## src/rtl/pms_pkg.sv

```systemverilog
// Shared types for the point median selector: controller commands and datapath status.
`default_nettype none
package pms_pkg;

	// Memory read address source
	typedef enum logic [2:0] {
		RS_X, RS_Y, RS_INEXT, RS_JPREV, RS_J, RS_L1, RS_POS, RS_MED
	} rd_sel_t;

	// Memory write address source
	typedef enum logic [2:0] {
		WS_CNT, WS_X, WS_Y, WS_L1, WS_J
	} wr_sel_t;

	// Memory write data source
	typedef enum logic [1:0] {
		WD_IN, WD_A, WD_B, WD_PIV
	} wd_sel_t;

	// Position pair for a compare-and-swap (also the step of the pivot setup)
	typedef enum logic [2:0] {
		PR_MID_L1, PR_L_R, PR_L1_R, PR_L_L1, PR_I_J, PR_FIN
	} pair_t;

	typedef struct packed {
		rd_sel_t rd_sel;
		logic    wr_en;
		wr_sel_t wr_sel;
		wd_sel_t wd_sel;
		logic    pair_set;
		pair_t   pair;
		logic    cap_a;
		logic    cap_b;
		logic    cap_piv;
		logic    sel_init;
		logic    ij_init;
		logic    i_inc;
		logic    j_dec;
		logic    bounds_upd;
		logic    load_acc;
		logic    read_acc;
		logic    out_med;
		logic    out_rd;
	} pms_cmd_t;

	typedef struct packed {
		logic ab_gt;
		logic cur_lt_piv;
		logic cur_gt_piv;
		logic span_done;
		logic span_pair;
		logic j_lt_i;
		logic out_busy;
	} pms_stat_t;

endpackage
`default_nettype wire

```

## src/rtl/pms_ctrl.sv

```systemverilog
// Controller: request intake and the quickselect sequencer.
`default_nettype none
module pms_ctrl import pms_pkg::*; (
	input  wire logic      clk,
	input  wire logic      arst_n,
	input  wire logic      in_valid,
	input  wire logic      action,
	input  wire logic      final_point,
	input  wire pms_stat_t stat,
	output logic           in_stall,
	output pms_cmd_t       cmd
);

	typedef enum logic [4:0] {
		ST_IDLE, ST_RD_WAIT, ST_SEL_INIT, ST_SEL_LOOP,
		ST_CS_RX, ST_CS_RY, ST_CS_CB, ST_CS_WX, ST_CS_WY,
		ST_PIV_RD, ST_PIV_CAP, ST_SCAN_I, ST_I_CHK, ST_SCAN_J, ST_J_CHK,
		ST_BRK_RD, ST_BRK_CAP, ST_BRK_W1, ST_BRK_W2, ST_MED_RD, ST_MED_OUT
	} state_t;

	state_t state_q;
	pair_t  ph_q;
	logic   accept, force_swap;
	state_t cs_ret;
	pair_t  cs_next;

	assign in_stall   = (state_q != ST_IDLE) || stat.out_busy;
	assign accept     = in_valid && !in_stall;
	assign force_swap = (ph_q == PR_MID_L1) || (ph_q == PR_I_J);

	// Where a compare-and-swap returns to, and the next setup pair
	always_comb begin
		cs_next = PR_L_R;
		case (ph_q)
			PR_MID_L1: begin
				cs_ret  = ST_CS_RX;
				cs_next = PR_L_R;
			end
			PR_L_R: begin
				cs_ret  = ST_CS_RX;
				cs_next = PR_L1_R;
			end
			PR_L1_R: begin
				cs_ret  = ST_CS_RX;
				cs_next = PR_L_L1;
			end
			PR_L_L1: cs_ret = ST_PIV_RD;
			PR_I_J:  cs_ret = ST_SCAN_I;
			PR_FIN:  cs_ret = ST_MED_RD;
			default: cs_ret = ST_MED_RD;
		endcase
	end

	// Command decode
	always_comb begin
		cmd = '0;
		case (state_q)
			ST_IDLE: begin
				if (accept && action) begin
					cmd.read_acc = 1'b1;
					cmd.rd_sel   = RS_POS;
				end else if (accept) begin
					cmd.load_acc = 1'b1;
					cmd.wr_en    = 1'b1;
					cmd.wr_sel   = WS_CNT;
					cmd.wd_sel   = WD_IN;
				end
			end
			ST_RD_WAIT:  cmd.out_rd = 1'b1;
			ST_SEL_INIT: cmd.sel_init = 1'b1;
			ST_SEL_LOOP: begin
				cmd.pair_set = 1'b1;
				cmd.pair     = stat.span_done ? PR_FIN : PR_MID_L1;
			end
			ST_CS_RX: cmd.rd_sel = RS_X;
			ST_CS_RY: begin
				cmd.cap_a  = 1'b1;
				cmd.rd_sel = RS_Y;
			end
			ST_CS_CB: cmd.cap_b = 1'b1;
			ST_CS_WX: begin
				cmd.wr_en  = force_swap || stat.ab_gt;
				cmd.wr_sel = WS_X;
				cmd.wd_sel = WD_B;
			end
			ST_CS_WY: begin
				cmd.wr_en    = force_swap || stat.ab_gt;
				cmd.wr_sel   = WS_Y;
				cmd.wd_sel   = WD_A;
				cmd.pair_set = 1'b1;
				cmd.pair     = cs_next;
			end
			ST_PIV_RD: begin
				cmd.ij_init = 1'b1;
				cmd.rd_sel  = RS_L1;
			end
			ST_PIV_CAP: cmd.cap_piv = 1'b1;
			ST_SCAN_I: begin
				cmd.i_inc  = 1'b1;
				cmd.rd_sel = RS_INEXT;
			end
			ST_SCAN_J: begin
				cmd.j_dec  = 1'b1;
				cmd.rd_sel = RS_JPREV;
			end
			ST_J_CHK: begin
				cmd.pair_set = 1'b1;
				cmd.pair     = PR_I_J;
			end
			ST_BRK_RD:  cmd.rd_sel = RS_J;
			ST_BRK_CAP: cmd.cap_a = 1'b1;
			ST_BRK_W1: begin
				cmd.wr_en  = 1'b1;
				cmd.wr_sel = WS_L1;
				cmd.wd_sel = WD_A;
			end
			ST_BRK_W2: begin
				cmd.wr_en      = 1'b1;
				cmd.wr_sel     = WS_J;
				cmd.wd_sel     = WD_PIV;
				cmd.bounds_upd = 1'b1;
			end
			ST_MED_RD:  cmd.rd_sel = RS_MED;
			ST_MED_OUT: cmd.out_med = 1'b1;
			default:    cmd = '0;
		endcase
	end

	// State register
	always_ff @(posedge clk or negedge arst_n) begin
		if (!arst_n) begin
			state_q <= ST_IDLE;
			ph_q    <= PR_MID_L1;
		end else begin
			case (state_q)
				ST_IDLE: begin
					if (accept && action) begin
						state_q <= ST_RD_WAIT;
					end else if (accept && final_point) begin
						state_q <= ST_SEL_INIT;
					end
				end
				ST_RD_WAIT:  state_q <= ST_IDLE;
				ST_SEL_INIT: state_q <= ST_SEL_LOOP;
				ST_SEL_LOOP: begin
					if (stat.span_done && !stat.span_pair) begin
						state_q <= ST_MED_RD;
					end else begin
						state_q <= ST_CS_RX;
						ph_q    <= stat.span_done ? PR_FIN : PR_MID_L1;
					end
				end
				ST_CS_RX: state_q <= ST_CS_RY;
				ST_CS_RY: state_q <= ST_CS_CB;
				ST_CS_CB: state_q <= ST_CS_WX;
				ST_CS_WX: state_q <= ST_CS_WY;
				ST_CS_WY: begin
					// both writes are suppressed when the pair stays in order, but the mid/l+1 and i/j pairs always swap
					state_q <= cs_ret;
					if (cs_ret == ST_CS_RX) begin
						ph_q <= cs_next;
					end
				end
				ST_PIV_RD:  state_q <= ST_PIV_CAP;
				ST_PIV_CAP: state_q <= ST_SCAN_I;
				ST_SCAN_I:  state_q <= ST_I_CHK;
				ST_I_CHK:   state_q <= stat.cur_lt_piv ? ST_SCAN_I : ST_SCAN_J;
				ST_SCAN_J:  state_q <= ST_J_CHK;
				ST_J_CHK: begin
					if (stat.cur_gt_piv) begin
						state_q <= ST_SCAN_J;
					end else if (stat.j_lt_i) begin
						state_q <= ST_BRK_RD;
					end else begin
						state_q <= ST_CS_RX;
						ph_q    <= PR_I_J;
					end
				end
				ST_BRK_RD:  state_q <= ST_BRK_CAP;
				ST_BRK_CAP: state_q <= ST_BRK_W1;
				ST_BRK_W1:  state_q <= ST_BRK_W2;
				ST_BRK_W2:  state_q <= ST_SEL_LOOP;
				ST_MED_RD:  state_q <= ST_MED_OUT;
				ST_MED_OUT: state_q <= ST_IDLE;
				default:    state_q <= ST_IDLE;
			endcase
		end
	end

endmodule
`default_nettype wire

```

## config.mk

```make
export PLATFORM = sky130hd
export DESIGN_NAME = pms_ctrl
export DESIGN_NICKNAME = d
export VERILOG_FILES = /design/src/rtl/pms_pkg.sv /design/src/rtl/pms_ctrl.sv
export SDC_FILE = /design/constraint.sdc
export NUM_CORES = 1
export LEC_CHECK = 0
export ABC_AREA = 1
export BUFFER_PORTS_ARGS = -buffer_cell sky130_fd_sc_hd__buf_2
export CORE_ASPECT_RATIO = 1.25
export CORE_MARGIN = 3
export CORE_UTILIZATION = 30
export CTS_BUF_LIST = sky130_fd_sc_hd__clkbuf_8
export CTS_CLUSTER_DIAMETER = 150
export DETAILED_ROUTE_END_ITERATION = 8
export GPL_ROUTABILITY_DRIVEN = 0
export HOLD_SLACK_MARGIN = 0.06
export SETUP_SLACK_MARGIN = 0.05
export SLEW_MARGIN = 10
export SYNTH_ARGS = -nofsm -noshare
export SYNTH_HDL_FRONTEND = slang
export SYNTH_SLANG_ARGS = --single-unit
export TNS_END_PERCENT = 5
```

## constraint.sdc

```tcl
create_clock -name clk -period 2.2 [get_ports clk]
set_clock_uncertainty 0.2 [all_clocks]
set_input_delay 0.44 -clock clk [delete_from_list [all_inputs] [get_ports clk]]
set_output_delay 0.44 -clock clk [all_outputs]
set_load 0.02 [all_outputs]
```

# Word level (Yosys, flattened, before mapping)

Index checks and enable logic that the tools add are counted.

Memory bits (writable): 0
Memories kept: 0
ROM bits: 0
Bits in latches: 0
Register bits: 8

Add/sub/neg operators: 0
Eq/ne operators: 30
Shifts and indexed selects: 0
Divide/modulo/power cells: 0
$mul: 0
Reduce and logical (&&, ||, !) cells: 17
Multiplexer cells: 35
Bitwise gates (word level): 0
Magnitude comparators: 0

Operators with widths:

| cell                 | count |
|---|---|
| $pmux W5 S18         | 1 |
| $eq A5 B4 Y1 const B | 8 |
| $pmux W6 S5          | 1 |
| $eq A5 B3 Y1 const B | 5 |
| $eq A5 B5 Y1 const B | 5 |
| $mux W3              | 7 |
| $pmux W3 S7          | 1 |
| $mux W5              | 3 |
| $pmux W5 S3          | 1 |
| $mux W1              | 13 |
| $mux W6              | 2 |
| $pmux W4 S3          | 1 |
| $eq A5 B2 Y1 const B | 2 |
| $pmux W3 S3          | 1 |
| $mux W4              | 2 |
| $ne A2 B2 Y1 const B | 4 |
| $eq A3 B2 Y1 const B | 2 |
| $eq A5 B1 Y1 const B | 1 |
| $logic_not A5 Y1     | 1 |
| $reduce_and A5 Y1    | 1 |
| $reduce_bool A5 Y1   | 1 |
| $logic_and A1 B1 Y1  | 4 |
| $pmux W2 S2          | 1 |
| $reduce_or A2 Y1     | 2 |
| 9 further kinds      | 12 |

# Longest topological paths before layout

Gate-level depths: netlist of the first run.

Depth after elaboration: 8
Mapped depth: 9
Gate-level depth less buffers: 9

# Least setup slack after synthesis of the first run

No wires, ideal clock.

Path type: reg-to-output
Start point: register state_q[1]
End point: output port cmd[21] (netlist name)
Data arrival time: 1.362 ns
Setup slack: 0.198 ns
Required time: 1.560 ns
Stages on the path, launching flop included: 8
Cell sequence: dfrtp_1 -> nor2_2 -> inv_2 -> nor2_2 -> nand2_2 -> nor2_4 -> nand2_1 -> nand4_1

RTL lines:

| what                   | line            | text |
|---|---|---|
| from (decl)            | pms_ctrl.sv:21  | `state_t state_q;` |
| from (signal assigned) | pms_ctrl.sv:159 | `state_q <= cs_ret;` |
| from (signal assigned) | pms_ctrl.sv:167 | `ST_I_CHK: state_q <= stat.cur_lt_piv ? ST_SCAN_I : ST_SCAN_J;` |
| to (decl)              | pms_ctrl.sv:11  | `output pms_cmd_t cmd` |

==> results.md, run 1 <==
- Chip height: 66.15 um
- Total CTS buffers: 3
- Final core occ: 0.4831
- Initial core utilization: 0.3178
- Leakage Power: 0.0008337 uW
- Core footprint: 0.002733 mm^2
- WS Path Type: reg2out
- Mapped Avg Cell Area: 5.751 um^2
- CP max FO: 4
- Crit-path max cell delay: 0.43 ns
- Port bufs: 37
- Area after DPL: 0.001111 mm^2
- Worst rel slew slack: 0.7849
- Initial antenna violation count: 0
- Pwr dens: 1212 mW/mm^2
- WP buf/inv: 1
- Vias in the first global route: 1,030
- Clock Tree Buf Depth: 2
- Least-Margin Pin Slew: 0.3199 ns
- Clk Latency, worst-skew pair: 0.22 ns
- Max-slew violation count: 0
- Critical path's slowest cell: dfrtp_2
- DRT Pass-1 Iters: 4
- Maximum VDD drop: 682.3 uV
- Routed WL: 2655 um
- CTS H-tree depth: 1
- Worst-path clk slew: 0.04 ns
- Synth unique cells: 23
- Sequential share of power: 0.196
- Largest cells by area after synthesis: dfrtp_1 (23%), inv_1 (13%), nand2_1 (13%)
- Unrepaired setup endpoints after global routing: yes
- Post-route ant nets: 0
- Clock Power Share: 0.109
- Switching Share: 0.5092
- Gr usage total: 0.1631
- Hold crit path type: in2reg
- Synth Instances: 151
- Final #Nets: 219
- Min cycle time layout: 2.198 ns
- WP data required: 1.56 ns
- Int Power: 785.1 uW
- Root Buffer: clkbuf_8
- Synth Cell Area: 868.3 um^2
- Drt wl/cell: 11.11 um
- Diode count: 0
- Ports: 38
- Combinational share of power: 0.695
- Synth Warn #: 0
- Net switching power: 814.6 uW
- Die Outline Area: 0.003580 mm^2
- Vias: 1,109
- Drt drc: 0
- Crit. End Element: primary output
- Clk sinks: 8
- Synthesized Nets: 163
- Area leader, netlist: dfrtp_1
- Final Instance Area: 0.001320 mm^2
- First-pass GRT wire length: 4395 um
- Most frequent CP cell: nor2_4
- 1st-iter DRT viols: 23
- Hold Fails Final Rpt: 0
- Total congestion overflow: 0
- CP arrival: 1.56 ns
- Row cnt: 21
- Largest net degree at the start of global routing: 9
- Setup-failing EPs final: 0
- CTS tree: yes
- Tcrit/Tclk final: 0.9991
- Vias/cell: 4.640
- CP top delay family: simple AND/OR/NAND/NOR gates
- Worst setup SP type: flop
- Status: completed
- Layout area overhead: 52.02%
- Top-area cell type share of the netlist area: 0.2305
- Dpl hpwl: 2142 um
- Fmax: 454.9 MHz
- Layout cell share with drive strength beyond 1: 0.4439
- Register area share after synthesis: 0.2305
- Max-Cap Viols: 0
- Synth Register Bits: 8
- CP cell instances: nor2_4, nand2_4, nor2_4, nand2_2, nor2_4, nand2_2, nand4_1, buf_4
- Width of the chip: 54.12 um
logic make-up (layout without fill, tap and decap cells):
group,count (synthesis),count (layout),share of synthesized area
AND/OR/NAND/NOR,86,86,0.4769
buffers and inverters,39,93,0.1686
AO/OA/AOI/OAI,18,18,0.1239
flip-flops,8,8,0.2305
metal layers:
metal  wire length (um)  vias to the layer above  track usage  part of all wire
met4                 27                        0      0.04673             0.010
met5                  0                        -            0                 0
met1               1154                      488       0.2074              0.43
li1                   -                      582            -                 -
met3                148                        4      0.02032             0.056
met2               1324                       35       0.2784              0.50
synth_stat cells:
| master | count |
|---|---|
| dfrtp_1 | 8 |
| o31ai_1 | 1 |
| nor4_1 | 1 |
| o21ai_1 | 4 |
| a21oi_1 | 5 |
| nor3_1 | 1 |
| nand2_1 | 29 |
| o22ai_1 | 2 |
| nor2_2 | 7 |
| o2111ai_1 | 1 |
| o211ai_1 | 2 |
| nor2_1 | 23 |
| nand3_2 | 3 |
| nand2_4 | 1 |
| inv_2 | 8 |
| nand3_1 | 12 |
| a21oi_2 | 1 |
| nor2_4 | 1 |
| nand3b_1 | 1 |
| o21ai_0 | 2 |
| inv_1 | 31 |
| nand4_1 | 3 |
| nand2_2 | 4 |
state kept, by name, summed over array words and instances, names as in the netlist:
name,flops
state_q,5
ph_q,3
power groups by stage:
stage,clock [uW],combinational [uW],sequential (uW)
2_1_floorplan,0,639,285
3_3_place_gp,0,874,304
3_5_place_dp,0,868,303
4_1_cts,180,1060,304
5_1_grt,190,1230,326
6_report,174,1110,314
final timing paths:
kind / from / to / slack (ns) / depth (start not counted)
setup reg to reg: state_q[3] / state_q[1] / 0.24 / 12
setup / recovery: state_q[3] / cmd[24] / 0.002 / 8
max in group asynchronous: arst_n / state_q[2] / 1.22 / 2
hold reg to reg: ph_q[1] / ph_q[1] / 0.33 / 2
hold / removal: final_point / state_q[1] / 0.29 / 3
min in group asynchronous: arst_n / ph_q[0] / 0.39 / 2
cells in the final DEF, fill, tap and decap left out:
master | Yosys | final
inv_1 | 31 | 31
buf_2 | 0 | 29
nand2_1 | 29 | 25
buf_4 | 0 | 21
nor2_1 | 23 | 18
nand3_1 | 12 | 12
nor2_2 | 7 | 8
inv_2 | 8 | 7
nand2_2 | 4 | 7
nor2_4 | 1 | 5
a21oi_1 | 5 | 5
o21ai_1 | 4 | 4
dfrtp_1 | 8 | 4
dfrtp_2 | 0 | 4
nand4_1 | 3 | 3
nand3_2 | 3 | 3
clkbuf_8 | 0 | 3
nand2_4 | 1 | 2
o22ai_1 | 2 | 2
o21ai_0 | 2 | 2
o211ai_1 | 2 | 2
inv_4 | 0 | 1
nand3b_1 | 1 | 1
nor3_1 | 1 | 1
o31ai_1 | 1 | 1
a21oi_2 | 1 | 1
o2111ai_1 | 1 | 1
nor4_1 | 1 | 1
dlygate4sd3_1 | 0 | 1
what timing repair did:
item                       in CTS  in global routing
hold endpoints to repair        8                  0
setup endpoints to repair       9                 16
buffers inserted               10                  1
gates resized for setup        12                 15
hold buffers                    1                  0
pin swaps                       3                  3
per-stage QoR:
stage / power (uW) / setup TNS, ns / std cells / hold slack, ns / setup slack [ns]
6_report: 1600 / 0 / 239 / 0.2870 / 0.001923
5_1_grt: 1743 / -0.4649 / 239 / 0.2922 / -0.1023
4_1_cts: 1545 / 0 / 238 / 0.2806 / 0.02873
3_5_place_dp: 1171 / 0 / 224 / 0.09547 / 0.1539
3_3_place_gp: 1178 / 0 / 224 / 0.09799 / 0.1748
2_1_floorplan: 924.3 / 0 / 151 / -0.05559 / 0.1977
worst min-delay path, delay by kind of cell:
| kind | cells | cell delay, ns |
|---|---|---|
| buf+inv | 1 | 0.07 |
| compound gates | 2 | 0.16 |
final cells by class:
class | count | area (um^2)
clock buffer | 3 | 41.29
tap | 34 | 42.54
multi-input combinational | 104 | 569.3
timing repair buffer | 51 | 312.8
sequential | 8 | 205.2
inverter | 39 | 148.9
fill | 304 | 1413
Note: power is estimated with default switching activity, not from simulation.
==> run 2: changes to the inputs <==
clock period = 2.8 ns   (was 2.2 ns; I/O delays follow)
==> run 2 against run 1 <==
Critical path type unchanged; power down 35%; global-route usage down 1.5 points; combinational power down 40%; flip-flop and latch count unchanged; sequential power down 25%; register-to-register slack better by 0.86 ns; critical path depth unchanged; routed wire length down 6.9%; via count down 4.6%; non-clock buffer count down 13.
==> results.md, run 2 (synthesis gave the netlist of run 1 again) <==
- Status: completed
- CP max FO: 5 (+1)
- First-pass GRT wire length: 3891 um (-11%)
- Least-Margin Pin Slew: 0.3097 ns (-0.01021 ns)
- Drt wl/cell: 10.94 um (-1.5%)
- Area after DPL: 0.001096 mm^2 (-1.4%)
- Max-Cap Viols: 0 (unchanged)
- Routed WL: 2473 um (-6.9%)
- Vias: 1,058 (-4.6%)
- Setup Fix Bufs, Post-CTS: 0 (-10)
- Unrepaired setup endpoints after global routing: no
- Post-route ant nets: 0 (unchanged)
- Ports: 38 (unchanged)
- Hold WS: 0.3209 ns (+0.03388 ns)
- Row cnt: 21 (unchanged)
- Port bufs: 37 (unchanged)
- Pwr dens: 910.5 mW/mm^2 (-25%)
- Gr usage total: 0.1485 (-0.01452)
- CTS H-tree depth: 1 (unchanged)
- Worst setup startpoint: state_q[1]
- Most common cell after layout, fill and taps aside: buf_2
- Max-slew violation count: 0 (unchanged)
- Dpl hpwl: 2105 um (-1.7%)
- Max FFs per register: 5 (unchanged)
- CP arrival: 1.74 ns (+0.18 ns)
- Drt drc: 0 (unchanged)
- Clock Tree Buf Depth: 2 (unchanged)
- Maximum VDD drop: 459.7 uV (-33%)
- Hold Fails Final Rpt: 0 (unchanged)
- Vias/cell: 4.681 (+0.89%)
- Largest registers: state_q (5), ph_q (3)
- Initial core utilization: 0.3178 (unchanged)
- Combinational share of power: 0.640 (-0.055)
- Net switching power: 568.9 uW (-30%)
- Width of the chip: 54.12 um (unchanged)
- Layout area overhead: 32.13%
- Total CTS buffers: 3 (unchanged)
- Leakage Power: 0.0007681 uW (-7.9%)
- Clk Latency, worst-skew pair: 0.23 ns (about the same)
- Setup TNS: 0 ns (unchanged)
- Most frequent cells in the layout: buf_2 (37), inv_1 (31), nand2_1 (29), nor2_1 (23), nand3_1 (12)
- Vias in the first global route: 932 (-9.5%)
- Int Power: 475.8 uW (-39%)
- Final core occ: 0.4199 (-0.06319)
- Hold crit path type: reg2reg
- Crit. End Element: primary output
- Final #Nets: 206 (-5.9%)
- Worst rel slew slack: 0.7918 (+0.006863)
- Largest net degree at the start of global routing: 9 (unchanged)
- DRT Pass-1 Iters: 4 (unchanged)
- CTS tree: yes
- Root Buffer: clkbuf_8
- Sequential share of power: 0.227 (+0.031)
- HP Start: ph_q[1]
- Clk sinks: 8 (unchanged)
- Final Instance Area: 0.001147 mm^2 (-13%)
- Reg2Reg Launch Point: state_q[4]
- Worst-path clk slew: 0.04 ns (about the same)
- Clock Power Share: 0.133 (+0.024)
- Core footprint: 0.002733 mm^2 (unchanged)
- Tcrit/Tclk final: 0.8930
- Post-cts sizing count: 0 (-12)
- Setup-failing EPs final: 0 (unchanged)
- Initial antenna violation count: 0 (unchanged)
- Min cycle time layout: 2.501 ns
- Layout cell share with drive strength beyond 1: 0.3385 (-0.1054)
- Die Outline Area: 0.003580 mm^2 (unchanged)
- Switching Share: 0.5446 (+0.03534)
- Register bank with the most flops: state_q
- Diode count: 0 (unchanged)
- WP data required: 2.04 ns (+0.48 ns)
- Total congestion overflow: 0 (unchanged)
- Fmax: 399.9 MHz
- WS Path Type: reg2out
- 1st-iter DRT viols: 36 (+57%)
- Chip height: 66.15 um (unchanged)
- Worst setup SP type: flop
-- run 2: cell count changes in the layout (fill, tap and decap cells not counted) --
cell | previous run | this run
nor2_2 | 8 | 7
nor2_4 | 5 | 1
nand2_1 | 25 | 29
buf_4 | 21 | 0
nand2_4 | 2 | 1
inv_2 | 7 | 8
dfrtp_2 | 4 | 0
nand2_2 | 7 | 4
inv_4 | 1 | 0
buf_2 | 29 | 37
nor2_1 | 18 | 23
dfrtp_1 | 4 | 8
-- run 2: metrics by stage --
step,worst slack [ns],power [uW],cells
after floorplan,0.6777,726.2,151
after global placement,0.5621,910.8,222
after detailed placement,0.5506,904.5,222
after CTS,0.3032,1051,226
after global routing,0.1758,1137,226
final,0.2995,1045,226
-- run 2: worst max-delay path, stage by stage, from the launching register on --
cell and delay (ns):
dfrtp_1 0.45, nor2_2 0.30, inv_2 0.07, nor2_2 0.14, nand2_2 0.08, nor2_4 0.10
nand2_2 0.10, nand4_1 0.09, buf_2 0.17
-- run 2: worst paths after layout --
check / to / slack (ns) / cells past startpoint
setup / recovery: cmd[24] / 0.30 / 8
hold / removal: ph_q[1] / 0.32 / 2
setup reg to reg: ph_q[2] / 1.10 / 8
hold reg to reg: ph_q[1] / 0.32 / 2
max in group asynchronous: state_q[4] / 1.73 / 2
min in group asynchronous: state_q[1] / 0.51 / 2
-- run 2: cell type report --
cell class,count,area [um^2]
repair buffers,38,195.2
clock buffers,3,41.29
well taps,34,42.54
flip-flops and latches,8,200.2
inverters,39,146.4
fillers,310,1585
multi-input cells,104,521.8
-- run 2: what timing repair did --
| action | 4_1_cts | 5_1_grt |
|---|---|---|
| hold buffers | 1 | 0 |
| endpoints found under the setup margin | 0 | 0 |
| hold endpoints to repair | 8 | 0 |
-- run 2: layer usage --
layer  routed length (um)  global-route usage  vias up
li1                     -                   -      553
met1                 1098              0.1866      467
met2                 1163              0.2335       33
met3                  163             0.02935        5
met4                   48             0.07477        0
met5                    0                   0        -
-- run 2: power by group through the flow --
stage / clock network (uW) / logic [uW] / registers (uW)
after floorplan: 0 / 502 / 224
after global placement: 0 / 675 / 235
after detailed placement: 0 / 668 / 237
after CTS: 144 / 672 / 236
after global routing: 148 / 742 / 246
final: 139 / 669 / 237
==> run 3: changes to the inputs <==
CORE_UTILIZATION = 40   (was 30)
PLACE_DENSITY = 0.69   (was not set)
==> run 3 against run 2 <==
Die area decreased by 23%; global-route usage increased by 5.0 points; clock-buffer cell count unchanged; core utilization increased by 14 points; largest cell class unchanged; largest power group unchanged; highest routed layer unchanged.
==> results.md, run 3 (synthesis gave the netlist of run 1 again) <==
- Status: completed
- WS Path Type: reg2out
- Register bank with the most flops: state_q
- CTS tree: yes
- CP cell instances: nor2_2, inv_2, nor2_2, nand2_2, nor2_4, nand2_2, nand4_1, buf_2
- Clock Tree Buf Depth: 2 (unchanged)
- First-pass GRT wire length: 3981 um (+2.3%)
- Flop2flop setup slack: 1.08 ns (-0.02 ns)
- Clk sinks: 8 (unchanged)
- Least-Margin Pin Slew: 0.3023 ns (-0.007375 ns)
- CP max FO: 6 (+1)
- Worst rel slew slack: 0.7967 (+0.004958)
- Setup TNS: 0 ns (unchanged)
- Hold crit path type: reg2reg
- Total congestion overflow: 0 (unchanged)
- DRT Pass-1 Iters: 5 (+1)
- Drt drc: 0 (unchanged)
- Core footprint: 0.002027 mm^2 (-26%)
- Tcrit/Tclk final: 0.8712 (-0.02186)
- Multi-input gate area: 521.8 um^2 (unchanged)
- Routed WL: 2560 um (+3.5%)
- Ports: 38 (unchanged)
- Worst setup SP type: flop
- Leakage Power: 0.0007681 uW (unchanged)
- Final #Nets: 206 (unchanged)
- Initial core utilization: 0.4284 (+0.1106)
- Most frequent cells in the layout: buf_2 (37), inv_1 (31), nand2_1 (29), nor2_1 (23), nand3_1 (12)
- Worst-path clk slew: 0.04 ns (about the same)
- Diode count: 0 (unchanged)
- Min cycle time layout: 2.439 ns (-0.06120 ns)
- Crit. End Element: primary output
- Vias/cell: 5.198 (+11%)
- Fmax: 409.9 MHz (+2.5%)
- Port bufs: 37 (unchanged)
- Dpl hpwl: 2090 um (-0.70%)
- Post-route ant nets: 0 (unchanged)
- Total area of sequential cells: 200.2 um^2 (unchanged)
- Largest net degree at the start of global routing: 9 (unchanged)
- Setup slack after layout: 0.3607 ns (+0.06120 ns)
- HP Start: ph_q[1]
- Most common cell after layout, fill and taps aside: buf_2
- 1st-iter DRT viols: 33 (-8.3%)
- Critical path's slowest cell: dfrtp_1
- Max-slew violation count: 0 (unchanged)
- Row cnt: 18 (-14%)
- Chip height: 58.09 um (-12%)
- Unrepaired setup endpoints after global routing: no
- Die Outline Area: 0.002769 mm^2 (-23%)
- Largest registers: state_q (5), ph_q (3)
- Setup Fix Bufs, Post-CTS: 0 (unchanged)
- Vias: 1,102 (+4.2%)
- Clk Latency, worst-skew pair: 0.23 ns (about the same)
- WP data required: 2.04 ns (about the same)
- Layout area overhead: 30.11%
- Hold Fails Final Rpt: 0 (unchanged)
- Root Buffer: clkbuf_8
- Setup-failing EPs final: 0 (unchanged)
- Pwr dens: 933.1 mW/mm^2 (+2.5%)
- Drt wl/cell: 12.08 um (+10%)
- Max-Cap Viols: 0 (unchanged)
- Initial antenna violation count: 0 (unchanged)
- Reg2Reg Launch Point: state_q[4]
- Max FFs per register: 5 (unchanged)
- CTS H-tree depth: 1 (unchanged)
- Fillers: 215 (-31%)
- Gr usage total: 0.1983 (+0.04979)
- Maximum VDD drop: 380.6 uV (-17%)
- CP arrival: 1.68 ns (-0.06 ns)
- Post-Place Setup Slack: 0.6067 ns (+0.05609 ns)
- Crit-path max cell delay: 0.46 ns (about the same)
- Worst setup startpoint: state_q[0]
- Vias in the first global route: 991 (+6.3%)
- Width of the chip: 47.68 um (-12%)
- Layout cell share with drive strength beyond 1: 0.3385 (unchanged)
- Total CTS buffers: 3 (unchanged)
## run 3: cell counts in the layout (fill, tap and decap cells not counted)
Identical to the previous run, type by type.
## run 3: path summary, 6_finish.rpt
kind,end,cells past startpoint
worst max-delay path,cmd[24],8
min in group asynchronous,state_q[4],2
max in group asynchronous,ph_q[1],2
worst min register to register,ph_q[1],2
worst min-delay path,ph_q[1],2
worst max register to register,ph_q[2],9
## run 3: cell type report
cell class	instances	area share
multi-input combinational	104	0.4618
sequential	8	0.1772
timing repair buffer	38	0.1728
inverter	39	0.1296
clock buffer	3	0.03654
tap	20	0.02215
## run 3: worst max-delay path, delay by kind of cell (launching register included)
kind,cells,cell delay (ns)
buf+inv,2,0.24
flops,1,0.46
simple gates,6,0.74
## run 3: layer usage
layer | part of all wire | GRT usage
met4 | 0.026 | 0.08462
met5 | 0 | 0
met1 | 0.42 | 0.2419
met2 | 0.50 | 0.3295
met3 | 0.054 | 0.03416
## run 3: what timing repair did
| item | 4_1_cts | 5_1_grt |
|---|---|---|
| endpoints found under the setup margin | 0 | 0 |
| hold endpoints to repair | 8 | 0 |
| gates resized for setup | 0 | 0 |
| hold buffers | 1 | 0 |
## run 3: power by group
| group | switching, uW | total (uW) | internal [uW] | leakage [uW] |
|---|---|---|---|---|
| Combinational | 458 | 673 | 215 | 0.000643 |
| Clock | 49.8 | 143 | 93.5 | 0.0000216 |
| Sequential | 70.4 | 238 | 167 | 0.000103 |
## run 3: stage by stage
stage,instance area [um^2],util,total power [uW],instances,hold WS [ns]
after floorplan,868.3,-,726.2,151,0.06441
after global placement,1079,0.5321,893.8,208,0.2166
after detailed placement,1079,0.5321,902.5,208,0.2202
after CTS,1130,0.5574,1050,212,0.3409
after global routing,1130,0.5574,1143,212,0.3908
final,1130,0.5574,1054,212,0.3372
